**config.mk**
```make
export PLATFORM = sky130hd
export DESIGN_NAME = sorted_table_insert_delete
export DESIGN_NICKNAME = d
export VERILOG_FILES = /design/src/design/stid_pkg.sv /design/src/design/stid_cell.sv /design/src/design/sorted_table_insert_delete.sv
export SDC_FILE = /design/constraint.sdc
export NUM_CORES = 2
export LEC_CHECK = 0
export ABC_AREA = 1
export BUFFER_PORTS_ARGS = -buffer_cell sky130_fd_sc_hd__buf_2
export CAP_MARGIN = 20
export CORE_AREA = 2 2 358 360
export DETAILED_ROUTE_END_ITERATION = 8
export DIE_AREA = 0 0 360 362
export GPL_ROUTABILITY_DRIVEN = 0
export PLACE_DENSITY = 0.53
export SLEW_MARGIN = 25
export SYNTH_ARGS = -nofsm -noshare
export SYNTH_HDL_FRONTEND = slang
export SYNTH_SLANG_ARGS = --single-unit
```
**constraint.sdc**
```tcl
create_clock -name clk_i -period 6.8 [get_ports clk_i]
set_clock_uncertainty 0.2 [all_clocks]
set_input_delay 0.68 -clock clk_i [delete_from_list [all_inputs] [get_ports clk_i]]
set_output_delay 0.68 -clock clk_i [all_outputs]
set_load 0.01 [all_outputs]
```
**src/design/stid_pkg.sv**
```systemverilog
// stid_pkg: shared types and constants for the sorted key table
// used by the table cells, the top level and the port checker
package stid_pkg;

  // fixed field widths
  localparam int KEY_W  = 32;
  localparam int CNT_W  = 5;
  localparam int POS_W  = 4;
  localparam int STAT_W = 2;

  // largest value the count and capacity registers can hold
  localparam int CNT_MAX = (1 << CNT_W) - 1;

  // capacity register value after reset
  localparam logic [CNT_W-1:0] CAP_RESET = CNT_W'(16);

  // operation codes
  typedef enum logic {
    CMD_INSERT = 1'b0,
    CMD_DELETE = 1'b1
  } cmd_e;

  // result status codes
  typedef enum logic [STAT_W-1:0] {
    ST_INSERTED  = 2'd0,
    ST_FULL      = 2'd1,
    ST_DELETED   = 2'd2,
    ST_NOT_FOUND = 2'd3
  } status_e;

  // update strobes broadcast to every cell of the chain
  typedef struct packed {
    logic ins;  // shift up from the insert slot, place the new key
    logic del;  // shift down from the hit slot
  } cell_ctrl_t;

endpackage

```
**src/design/stid_cell.sv**
```systemverilog
// stid_cell: one slot of the sorted key table chain
// holds a key, registers its compare flags and shifts with its neighbors
// depends on stid_pkg
module stid_cell (
  input  logic                               clk_i,
  input  logic                               rst_ni,
  // compare against the incoming key
  input  logic                               cmp_en_i,
  input  logic signed [stid_pkg::KEY_W-1:0]  cmp_key_i,
  input  logic                               valid_i,
  // update
  input  stid_pkg::cell_ctrl_t               ctrl_i,
  input  logic [stid_pkg::KEY_W-1:0]         new_key_i,
  input  logic                               prev_le_i,
  input  logic [stid_pkg::KEY_W-1:0]         left_key_i,
  input  logic [stid_pkg::KEY_W-1:0]         right_key_i,
  // state seen by the neighbors and the top level
  output logic [stid_pkg::KEY_W-1:0]         key_o,
  output logic                               le_o,
  output logic                               lt_o,
  output logic                               eq_o
);
  import stid_pkg::*;

  logic [KEY_W-1:0] key_q, key_d;
  logic             le_q, lt_q, eq_q;

  // compare flags, masked by entry validity
  always_ff @(posedge clk_i or negedge rst_ni) begin
    if (!rst_ni) begin
      le_q <= 1'b0;
      lt_q <= 1'b0;
      eq_q <= 1'b0;
    end else if (cmp_en_i) begin
      le_q <= valid_i && ($signed(key_q) <= cmp_key_i);
      lt_q <= valid_i && ($signed(key_q) <  cmp_key_i);
      eq_q <= valid_i && ($signed(key_q) == cmp_key_i);
    end
  end

  // insert: cells above the slot take the left key, the slot takes the new key
  // delete: cells from the hit upward take the right key
  always_comb begin
    key_d = key_q;
    if (ctrl_i.ins && !le_q) begin
      key_d = prev_le_i ? new_key_i : left_key_i;
    end else if (ctrl_i.del && !lt_q) begin
      key_d = right_key_i;
    end
  end

  always_ff @(posedge clk_i) begin
    key_q <= key_d;
  end

  assign key_o = key_q;
  assign le_o  = le_q;
  assign lt_o  = lt_q;
  assign eq_o  = eq_q;

endmodule

```
**src/design/sorted_table_insert_delete.sv**
```systemverilog
// sorted_table_insert_delete: sorted signed key table with insert and delete
// operation: the per-cell compare is registered, then the neighbor shift and the
//   result register are updated; a new command is taken only once the one before
//   it has shifted; a pending result stalls the shift step
// reset: count cleared, capacity set to 16, key storage left undefined
// depends on stid_pkg and stid_cell
module sorted_table_insert_delete #(
  parameter int DEPTH = 16
) (
  input  logic                               clk_i,
  input  logic                               rst_ni,
  // configuration write channel
  input  logic                               cfg_valid_i,
  output logic                               cfg_ready_o,
  input  logic [stid_pkg::CNT_W-1:0]         cfg_data_i,
  // command channel
  input  logic                               in_valid_i,
  output logic                               in_ready_o,
  input  logic                               cmd_i,
  input  logic signed [stid_pkg::KEY_W-1:0]  key_i,
  // result channel
  output logic                               out_valid_o,
  input  logic                               out_ready_i,
  output logic [stid_pkg::STAT_W-1:0]        status_o,
  output logic [stid_pkg::CNT_W-1:0]         entry_count_o,
  output logic [stid_pkg::POS_W-1:0]         position_o
);
  import stid_pkg::*;

  localparam int CAP_MAX = (DEPTH < CNT_MAX) ? DEPTH : CNT_MAX;

  logic             busy_q;
  cmd_e             cmd_q;
  logic [KEY_W-1:0] key_q;
  logic [CNT_W-1:0] count_q, count_d;
  logic [CNT_W-1:0] cap_q;
  logic             out_valid_q;
  status_e          status_q, status_d;
  logic [CNT_W-1:0] ecount_q;
  logic [POS_W-1:0] pos_q, pos_d;

  logic             accept, commit, full, found;
  logic [CNT_W-1:0] eff_cap;
  cell_ctrl_t       ctrl;

  logic [KEY_W-1:0] key_w   [DEPTH];
  logic [DEPTH-1:0] valid_w, le_w, lt_w, eq_w;
  logic [DEPTH-1:0] ins_hot, del_hot;
  logic [POS_W-1:0] ins_pos, del_pos;

  // handshakes
  assign cfg_ready_o = 1'b1;
  assign in_ready_o  = !busy_q;
  assign accept      = in_valid_i && in_ready_o;
  assign commit      = busy_q && (!out_valid_q || out_ready_i);

  // capacity register
  always_ff @(posedge clk_i or negedge rst_ni) begin
    if (!rst_ni) begin
      cap_q <= CAP_RESET;
    end else if (cfg_valid_i) begin
      cap_q <= cfg_data_i;
    end
  end

  // operation held between compare and shift
  always_ff @(posedge clk_i or negedge rst_ni) begin
    if (!rst_ni) begin
      busy_q <= 1'b0;
    end else if (accept) begin
      busy_q <= 1'b1;
    end else if (commit) begin
      busy_q <= 1'b0;
    end
  end

  always_ff @(posedge clk_i) begin
    if (accept) begin
      cmd_q <= cmd_e'(cmd_i);
      key_q <= key_i;
    end
  end

  // cell chain
  for (genvar i = 0; i < DEPTH; i++) begin : g_cell
    if (i <= CNT_MAX) begin : g_valid
      assign valid_w[i] = count_q > CNT_W'(i);
    end else begin : g_never
      assign valid_w[i] = 1'b0;
    end

    stid_cell u_cell (
      .clk_i       (clk_i),
      .rst_ni      (rst_ni),
      .cmp_en_i    (accept),
      .cmp_key_i   (key_i),
      .valid_i     (valid_w[i]),
      .ctrl_i      (ctrl),
      .new_key_i   (key_q),
      .prev_le_i   ((i == 0) ? 1'b1 : le_w[(i == 0) ? 0 : i-1]),
      .left_key_i  ((i == 0) ? key_q : key_w[(i == 0) ? 0 : i-1]),
      .right_key_i (key_w[(i == DEPTH-1) ? i : i+1]),
      .key_o       (key_w[i]),
      .le_o        (le_w[i]),
      .lt_o        (lt_w[i]),
      .eq_o        (eq_w[i])
    );

    // boundary of the thermometer flags marks the slot touched
    if (i == 0) begin : g_first
      assign ins_hot[i] = !le_w[i];
      assign del_hot[i] = !lt_w[i];
    end else begin : g_rest
      assign ins_hot[i] = !le_w[i] && le_w[i-1];
      assign del_hot[i] = !lt_w[i] && lt_w[i-1];
    end
  end

  // slot encoders, position masked to its field width
  always_comb begin
    ins_pos = '0;
    del_pos = '0;
    for (int i = 0; i < DEPTH; i++) begin
      if (ins_hot[i]) ins_pos = ins_pos | POS_W'(i);
      if (del_hot[i]) del_pos = del_pos | POS_W'(i);
    end
  end

  assign found   = |(del_hot & eq_w);
  assign eff_cap = (cap_q > CNT_W'(CAP_MAX)) ? CNT_W'(CAP_MAX) : cap_q;
  assign full    = count_q >= eff_cap;

  assign ctrl.ins = commit && (cmd_q == CMD_INSERT) && !full;
  assign ctrl.del = commit && (cmd_q == CMD_DELETE) && found;

  // result and next count
  always_comb begin
    count_d  = count_q;
    status_d = ST_FULL;
    pos_d    = '0;
    if (cmd_q == CMD_INSERT) begin
      if (!full) begin
        count_d  = count_q + CNT_W'(1);
        status_d = ST_INSERTED;
        pos_d    = ins_pos;
      end
    end else begin
      status_d = ST_NOT_FOUND;
      if (found) begin
        count_d  = count_q - CNT_W'(1);
        status_d = ST_DELETED;
        pos_d    = del_pos;
      end
    end
  end

  always_ff @(posedge clk_i or negedge rst_ni) begin
    if (!rst_ni) begin
      count_q <= '0;
    end else if (commit) begin
      count_q <= count_d;
    end
  end

  // output register
  always_ff @(posedge clk_i or negedge rst_ni) begin
    if (!rst_ni) begin
      out_valid_q <= 1'b0;
    end else if (commit) begin
      out_valid_q <= 1'b1;
    end else if (out_ready_i) begin
      out_valid_q <= 1'b0;
    end
  end

  always_ff @(posedge clk_i) begin
    if (commit) begin
      status_q <= status_d;
      ecount_q <= count_d;
      pos_q    <= pos_d;
    end
  end

  assign out_valid_o   = out_valid_q;
  assign status_o      = status_q;
  assign entry_count_o = ecount_q;
  assign position_o    = pos_q;

endmodule

```
; Word level (Yosys, flattened, before mapping)
; Cells that the tools add are included.
[word_totals]
wordCells = 401
reg_bits = 616
output_inout_bits = 14
[classes]
n_mux = 89
magnitude_cmp = 50
bitwise = 2
n_eq_ne = 16
reduce_logical = 169
n_addsub = 2
[op_table]
columns = op, n
row1 = two-way mux 32 bit, 45
row2 = == test 32 bit, 16
row3 = less-or-equal comparator 32 bit, 16
row4 = < comparator 32 bit, 16
row5 = logical AND 1 bit, 115
row6 = two-way mux 4 bit, 19
row7 = > comparator 5 x 4 -> 1 bit (second input constant), 8
row8 = zero test 1 bit, 35
row9 = nonzero test 2 bit, 17
row10 = two-way mux 3 bit, 8
row11 = > comparator 5 x 3 -> 1 bit (second input constant), 4
row12 = two-way mux 5 bit, 4
row13 = bitwise AND 16 bit, 1
row14 = OR reduction 16 bit, 1
row15 = > comparator 5 x 1 -> 1 bit (second input constant), 2
row16 = > comparator 5 x 2 -> 1 bit (second input constant), 2
row17 = two-way mux 2 bit, 5
row18 = two-way mux 1 bit, 8
row19 = adder 5 x 1 -> 5 bit (second input constant), 1
row20 = greater-or-equal comparator 5 bit, 1
row21 = > comparator 5 bit (second input constant), 1
row22 = subtractor 5 x 1 -> 5 bit (second input constant), 1
row23 = logical OR 1 bit, 1
row24 = inverter 1 bit, 1

; Depth between registers and ports, before layout
[depth]
ltp_word = 19
ltp_mapped = 16

; By module
; A second synthesis with hierarchy kept.
[unflattened]
hier_cells = 5644
hier_area_um2 = 44762.9
[modules_own_cells]
columns = mod, cells_each, n_inst, seq_area_each_um2, area_each_um2
row1 = stid_cell, 333, 16, 1036.0, 2611.3
row2 = sorted_table_insert_delete, 316, 1, 1622.8, 2982.9

; Worst setup path after synthesis
; No wires, ideal clock.
[synth_path]
kind = input to register
startpoint = input port out_ready_i
endpoint = register g_cell[0].u_cell.key_q[0], enable pin
t_arrival_ps = 3582
cell_stages = 6
setup_slack_ps = 2553
setup_ps = 466
path_buffers = 1
cell_sequence = inv_1 > nand2_1 > nand2_1 > or2_1 > buf_2 > o21ai_0
[synth_via]
elab_chain_len = 6
elab_cells_between_ends = 9
cone_classes = 9 x reduce/logical
[synth_rtl]
columns = element, line
row1 = "start, declared", sorted_table_insert_delete.sv:23  ; input logic out_ready_i,
row2 = logical OR 1 bit (*), sorted_table_insert_delete.sv:55  ; assign commit = busy_q && (!out_valid_q || out_ready_i);
row3 = logical AND 1 bit (*), sorted_table_insert_delete.sv:55
row4 = logical AND 1 bit (on tied branches) (2 in series), "sorted_table_insert_delete.sv:134, sorted_table_insert_delete.sv:133"
row5 = logical AND 1 bit (on tied branches), "stid_cell.sv:47, stid_cell.sv:45"
row6 = nonzero test 2 bit (no source line) (*), n/a
row7 = "end signal, assigned", stid_cell.sv:53  ; key_q <= key_d;
row8 = "end, declared", stid_cell.sv:25  ; logic [KEY_W-1:0] key_q, key_d;
; Mark *: on every way between the ends. The rest lies on a longest branch, timed or not.
; A chain may end at the register's enable or synchronous reset.

; Worst setup path in the final report
[layout_path]
startpoint = register cap_q[1]
endpoint = register g_cell[13].u_cell.key_q[9], enable pin
[layout_via]
elab_chain_len = 7
[layout_rtl]
columns = element, line
row1 = "start, declared", sorted_table_insert_delete.sv:36  ; logic [CNT_W-1:0] cap_q;
row2 = "start signal, assigned", sorted_table_insert_delete.sv:62  ; cap_q <= cfg_data_i;
row3 = > comparator 5 bit, sorted_table_insert_delete.sv:130  ; assign eff_cap = (cap_q > CNT_W'(CAP_MAX)) ? CNT_W'(CAP_MAX) : cap_q;
row4 = two-way mux 5 bit (*), sorted_table_insert_delete.sv:130
row5 = greater-or-equal comparator 5 bit (*), sorted_table_insert_delete.sv:131  ; assign full = count_q >= eff_cap;
row6 = zero test 1 bit (*), n/a
row7 = logical AND 1 bit (*), sorted_table_insert_delete.sv:133  ; assign ctrl.ins = commit && (cmd_q == CMD_INSERT) && !full;
row8 = logical AND 1 bit (*), stid_cell.sv:45  ; if (ctrl_i.ins && !le_q) begin
row9 = nonzero test 2 bit (no source line) (*), n/a
row10 = "end signal, assigned", stid_cell.sv:53
row11 = "end, declared", stid_cell.sv:25
; Marks and branches as above.

==> summary.md <==
| Metric | Value |
|---|---|
| Synth unique cells | 46 |
| Vias in the first global route | ~33000 |
| Number of inserted diodes | 0 |
| Initial core utilization | 34.69% |
| Internal Power | roughly 9400 uW |
| Leak Pwr | roughly 0.021 uW |
| Setup TNS | 0 ns |
| Cell Chain, Critical Path | o41ai_1 > nand2_1 > ha_1 > a21oi_1 > o21a_2 > nand4_4 > nor2_2 > inv_2 > nor2_4 > buf_4 > o21bai_4 |
| Total Die Area | 130300 um2 |
| Worst r2r path cells | 11 |
| Max Fclk | approximately 0.24 GHz |
| RSZ-0062 raised after global routing | no |
| Core ar. | around 130000 um2 |
| Most Used Layer, Global Route | met2 |
| Worst path slowest cell | o21bai_4 |
| Via count | ~36000 |
| Mapped Nets | ~6100 |
| Initial antenna violation count | 1 |
| Inserted Clock Buffers | 77 |
| Final period util | 61.91% |
| Pwr Density | 317.4 nW/um2 |
| Rel. slew slack | 33.51% |
| Crit path launch type | register |
| WP data required | 6.85 ns |
| Hold Vio Cnt, Final | 0 |
| Routed len/inst | approximately 18 um |
| Synthesized instance count | 5558 |
| Combinational share of power | 34.3% |
| CTS Sinks | about 620 |
| Number of synthesized register bits | about 620 |
| Sw frac | between 30% and 40% |
| Synth warnings | 0 |
| DR pass1 iterations | 6 |
| Port bufs | 55 |
| Slew Viols, Final | 0 |
| Grt ovf | 0 |
| CP arrival | between 4 and 5 ns |
| Maxcap violations | 0 |
| Global routing usage on met1 | between 20% and 30% |
| Hold Startpoint | key_i[11] |
| R2r endpoint | g_cell[13].u_cell.key_o[9] |
| Syn avg cell area | 7.909 um2 |
| Hold buffer count at CTS | 9 |
| Critical path class | register to register |
| DRT Wirelength | between 100 and 150 mm |
| Syn Std Cell Area | approximately 44000 um2 |
| Post-place instance area | 45710 um2 |
| Root buffer cell | clkbuf_16 |
| Origin of the critical flop-to-flop path | cap_q[1] |
| Tot GR Track Use | around 19% |
| First DRT Iteration DRCs | between 3000 and 4000 |
| Crit path largest cell delay | roughly 0.52 ns |
| Sequential share of power | 38.0% |
| Die Height | 362 um |
| Worst Hold Endpoint | key_q[11] |
| Worst Tran Pin Value | just under 1 ns |
| Die width | between 300 and 400 um |
| Met3 Usage GRT | 2.281% |
| Resized Gates After CTS | 0 |
| Io pins | 57 |
| Filler Cell Count | about 13000 |
| Largest net degree at the start of global routing | 69 |
| WHS Path Cells | 1 |
| Top cells by area, synth | edfxtp_1, nand2_1, ha_1, o21ai_0, inv_1 |
| Most used DFF post-synth | edfxtp_1 |
| Layout cells sized above 1 | 5.203% |
| First-pass GRT wire length | between 150 and 200 mm |
| H-Tree Depth | 3 |
| Row count | around 130 |
| Status | completed |
| VDD IR-drop max | 0.0001610 V |
| Via/cell ratio | around 4.9 |
| Post-synth ARST share | ~9.7% |
| Final min period | 4.210 ns |
| Largest area contributor in the netlist | edfxtp_1 |
| R2R Setup Slk | about 2.6 ns |
| # DRC | 0 |
| M2 GR Usage | between 20% and 30% |
| Kind of end point of the critical path | register |
| Post-detail-place hpwl | around 100 mm |
| Share of the synthesized area in the top cell type | 37.98% |
| NetSw | ~6000 uW |
| Post-synthesis sequential area ratio | between 40% and 50% |
| Final setup violating endpoints | 0 |
| P&R area growth vs syn | 10.18% |
| Crit Path Max Fanout | 65 |
| TritonCTS clock tree | done |
| Reg clk slew, reported paths | 0.06 ns |
| Most frequent cell after synthesis | nand2_1 |
| Post-synth top cells | nand2_1, o21ai_0, inv_1 |
| Final instance area | about 48000 um2 |
| Clock buffer depth | 3 |
| NumNets Final | 6079 |
| Number of routed nets with antenna violations | 0 |
| Clk pwr share | 27.7% |
| Post-synth EDFFs | around 560 |
| Clk Latency, worst-skew pair | approximately 0.63 ns |
| HP Class | primary input to register |
| # Post-CTS Setup Buffers | 0 |
## flip-flops by register name, summed over array words and instances, names as in the netlist
| name | cells |
|---|---|
| cmd_q | 1 |
| g_cell.u_cell.key_o | 512 |
| position_o | 4 |
| out_valid_o | 1 |
| busy_q | 1 |
| entry_count_o | 5 |
| g_cell.u_cell.le_o | 16 |
| cap_q | 5 |
| g_cell.u_cell.lt_o | 16 |
| key_q | 32 |
| status_o | 2 |
| count_q | 5 |
| g_cell.u_cell.eq_o | 16 |
## worst max-delay path by stage
stage	from	to	slack (ns)	cells after the start
2_1_floorplan	out_ready_i	g_cell[0].u_cell.key_o[0]	2.55	6
6_report	cap_q[1]	g_cell[13].u_cell.key_o[9]	2.59	11
5_1_grt	cap_q[1]	g_cell[11].u_cell.key_o[14]	2.22	11
3_5_place_dp	cap_q[1]	g_cell[11].u_cell.key_o[9]	2.61	11
4_1_cts	cap_q[1]	g_cell[13].u_cell.key_o[8]	2.56	11
3_3_place_gp	cap_q[1]	g_cell[13].u_cell.key_o[9]	2.59	11
## metrics by stage
stage | worst slack (ns) | total power, uW | utilization, % | hold slack, ns | cells
final | 2.590 | 15370 | 38.23 | 0.04175 | 7236
after global routing | 2.223 | 16500 | 38.23 | 0.007644 | 7236
after CTS | 2.562 | 15460 | 38.18 | 0.0005702 | 7234
after detailed placement | 2.609 | 11130 | 36.08 | 0.2664 | 7085
after global placement | 2.585 | 11020 | 36.05 | 0.2632 | 7084
after floorplan | 2.553 | 9566 | - | 0.1844 | 5558
## worst max-delay path, delay by kind of cell (launching register included)
family                     cells  cell delay [ns]
AOI/OAI and AO/OA              4             1.33
adders and majority gates      1             0.34
buffers and inverters          2             0.87
DFF                            1             0.39
and+or+nand+nor                4             0.62
## final cells by class
class / count / area, um2 / share of cell area (%)
flip-flops and latches: 616 / 18220 / 37.62
clock inverters: 38 / 376.6 / 0.7776
repair buffers: 131 / 943.4 / 1.948
clock buffers: 102 / 2198 / 4.539
multi-input cells: 3988 / 21990 / 45.40
inverters: 699 / 2624 / 5.417
well taps: 1662 / 2079 / 4.294
## logic make-up (layout without fill, tap and decap cells)
| logic type | Yosys count | after routing | share of synthesized area, % |
|---|---|---|---|
| other cells | 1 | 1 | 0.008531 |
| simple gates | 2148 | 2148 | 19.11 |
| flops | 616 | 616 | 41.40 |
| xor+xnor | 5 | 5 | 0.09962 |
| compound gates | 1308 | 1308 | 15.34 |
| fa+ha+maj | 523 | 523 | 14.89 |
| buf+inv | 954 | 970 | 9.072 |
| mux | 3 | 3 | 0.07685 |
## placed cells by master (no fill, tap or decap), types with 64 or more instances in the layout
cell type,synthesis,layout
buf_4,12,64
nand2_1,1790,1788
a21oi_1,228,228
inv_1,694,693
nand3_1,79,79
nor2_1,205,199
clkbuf_16,0,83
edfxtp_1,556,556
ha_1,523,523
o21ai_1,138,137
o21ai_0,861,860
## power groups by stage
stage | sequential [uW] | clock [uW] | combinational (uW)
after floorplan | 5580 | 0 | 3990
after global placement | 5890 | 0 | 5130
after detailed placement | 5920 | 0 | 5220
after CTS | 5840 | 4360 | 5260
after global routing | 5940 | 4490 | 6070
final | 5840 | 4250 | 5280
## layer usage
layer / vias up / wire length (um)
met4: 0 / 3665
met1: 16235 / 63400
met2: 840 / 54530
met3: 157 / 6521
met5: - / 0
li1: 18390 / -
No activity file was read; power rests on OpenSTA's default activity.
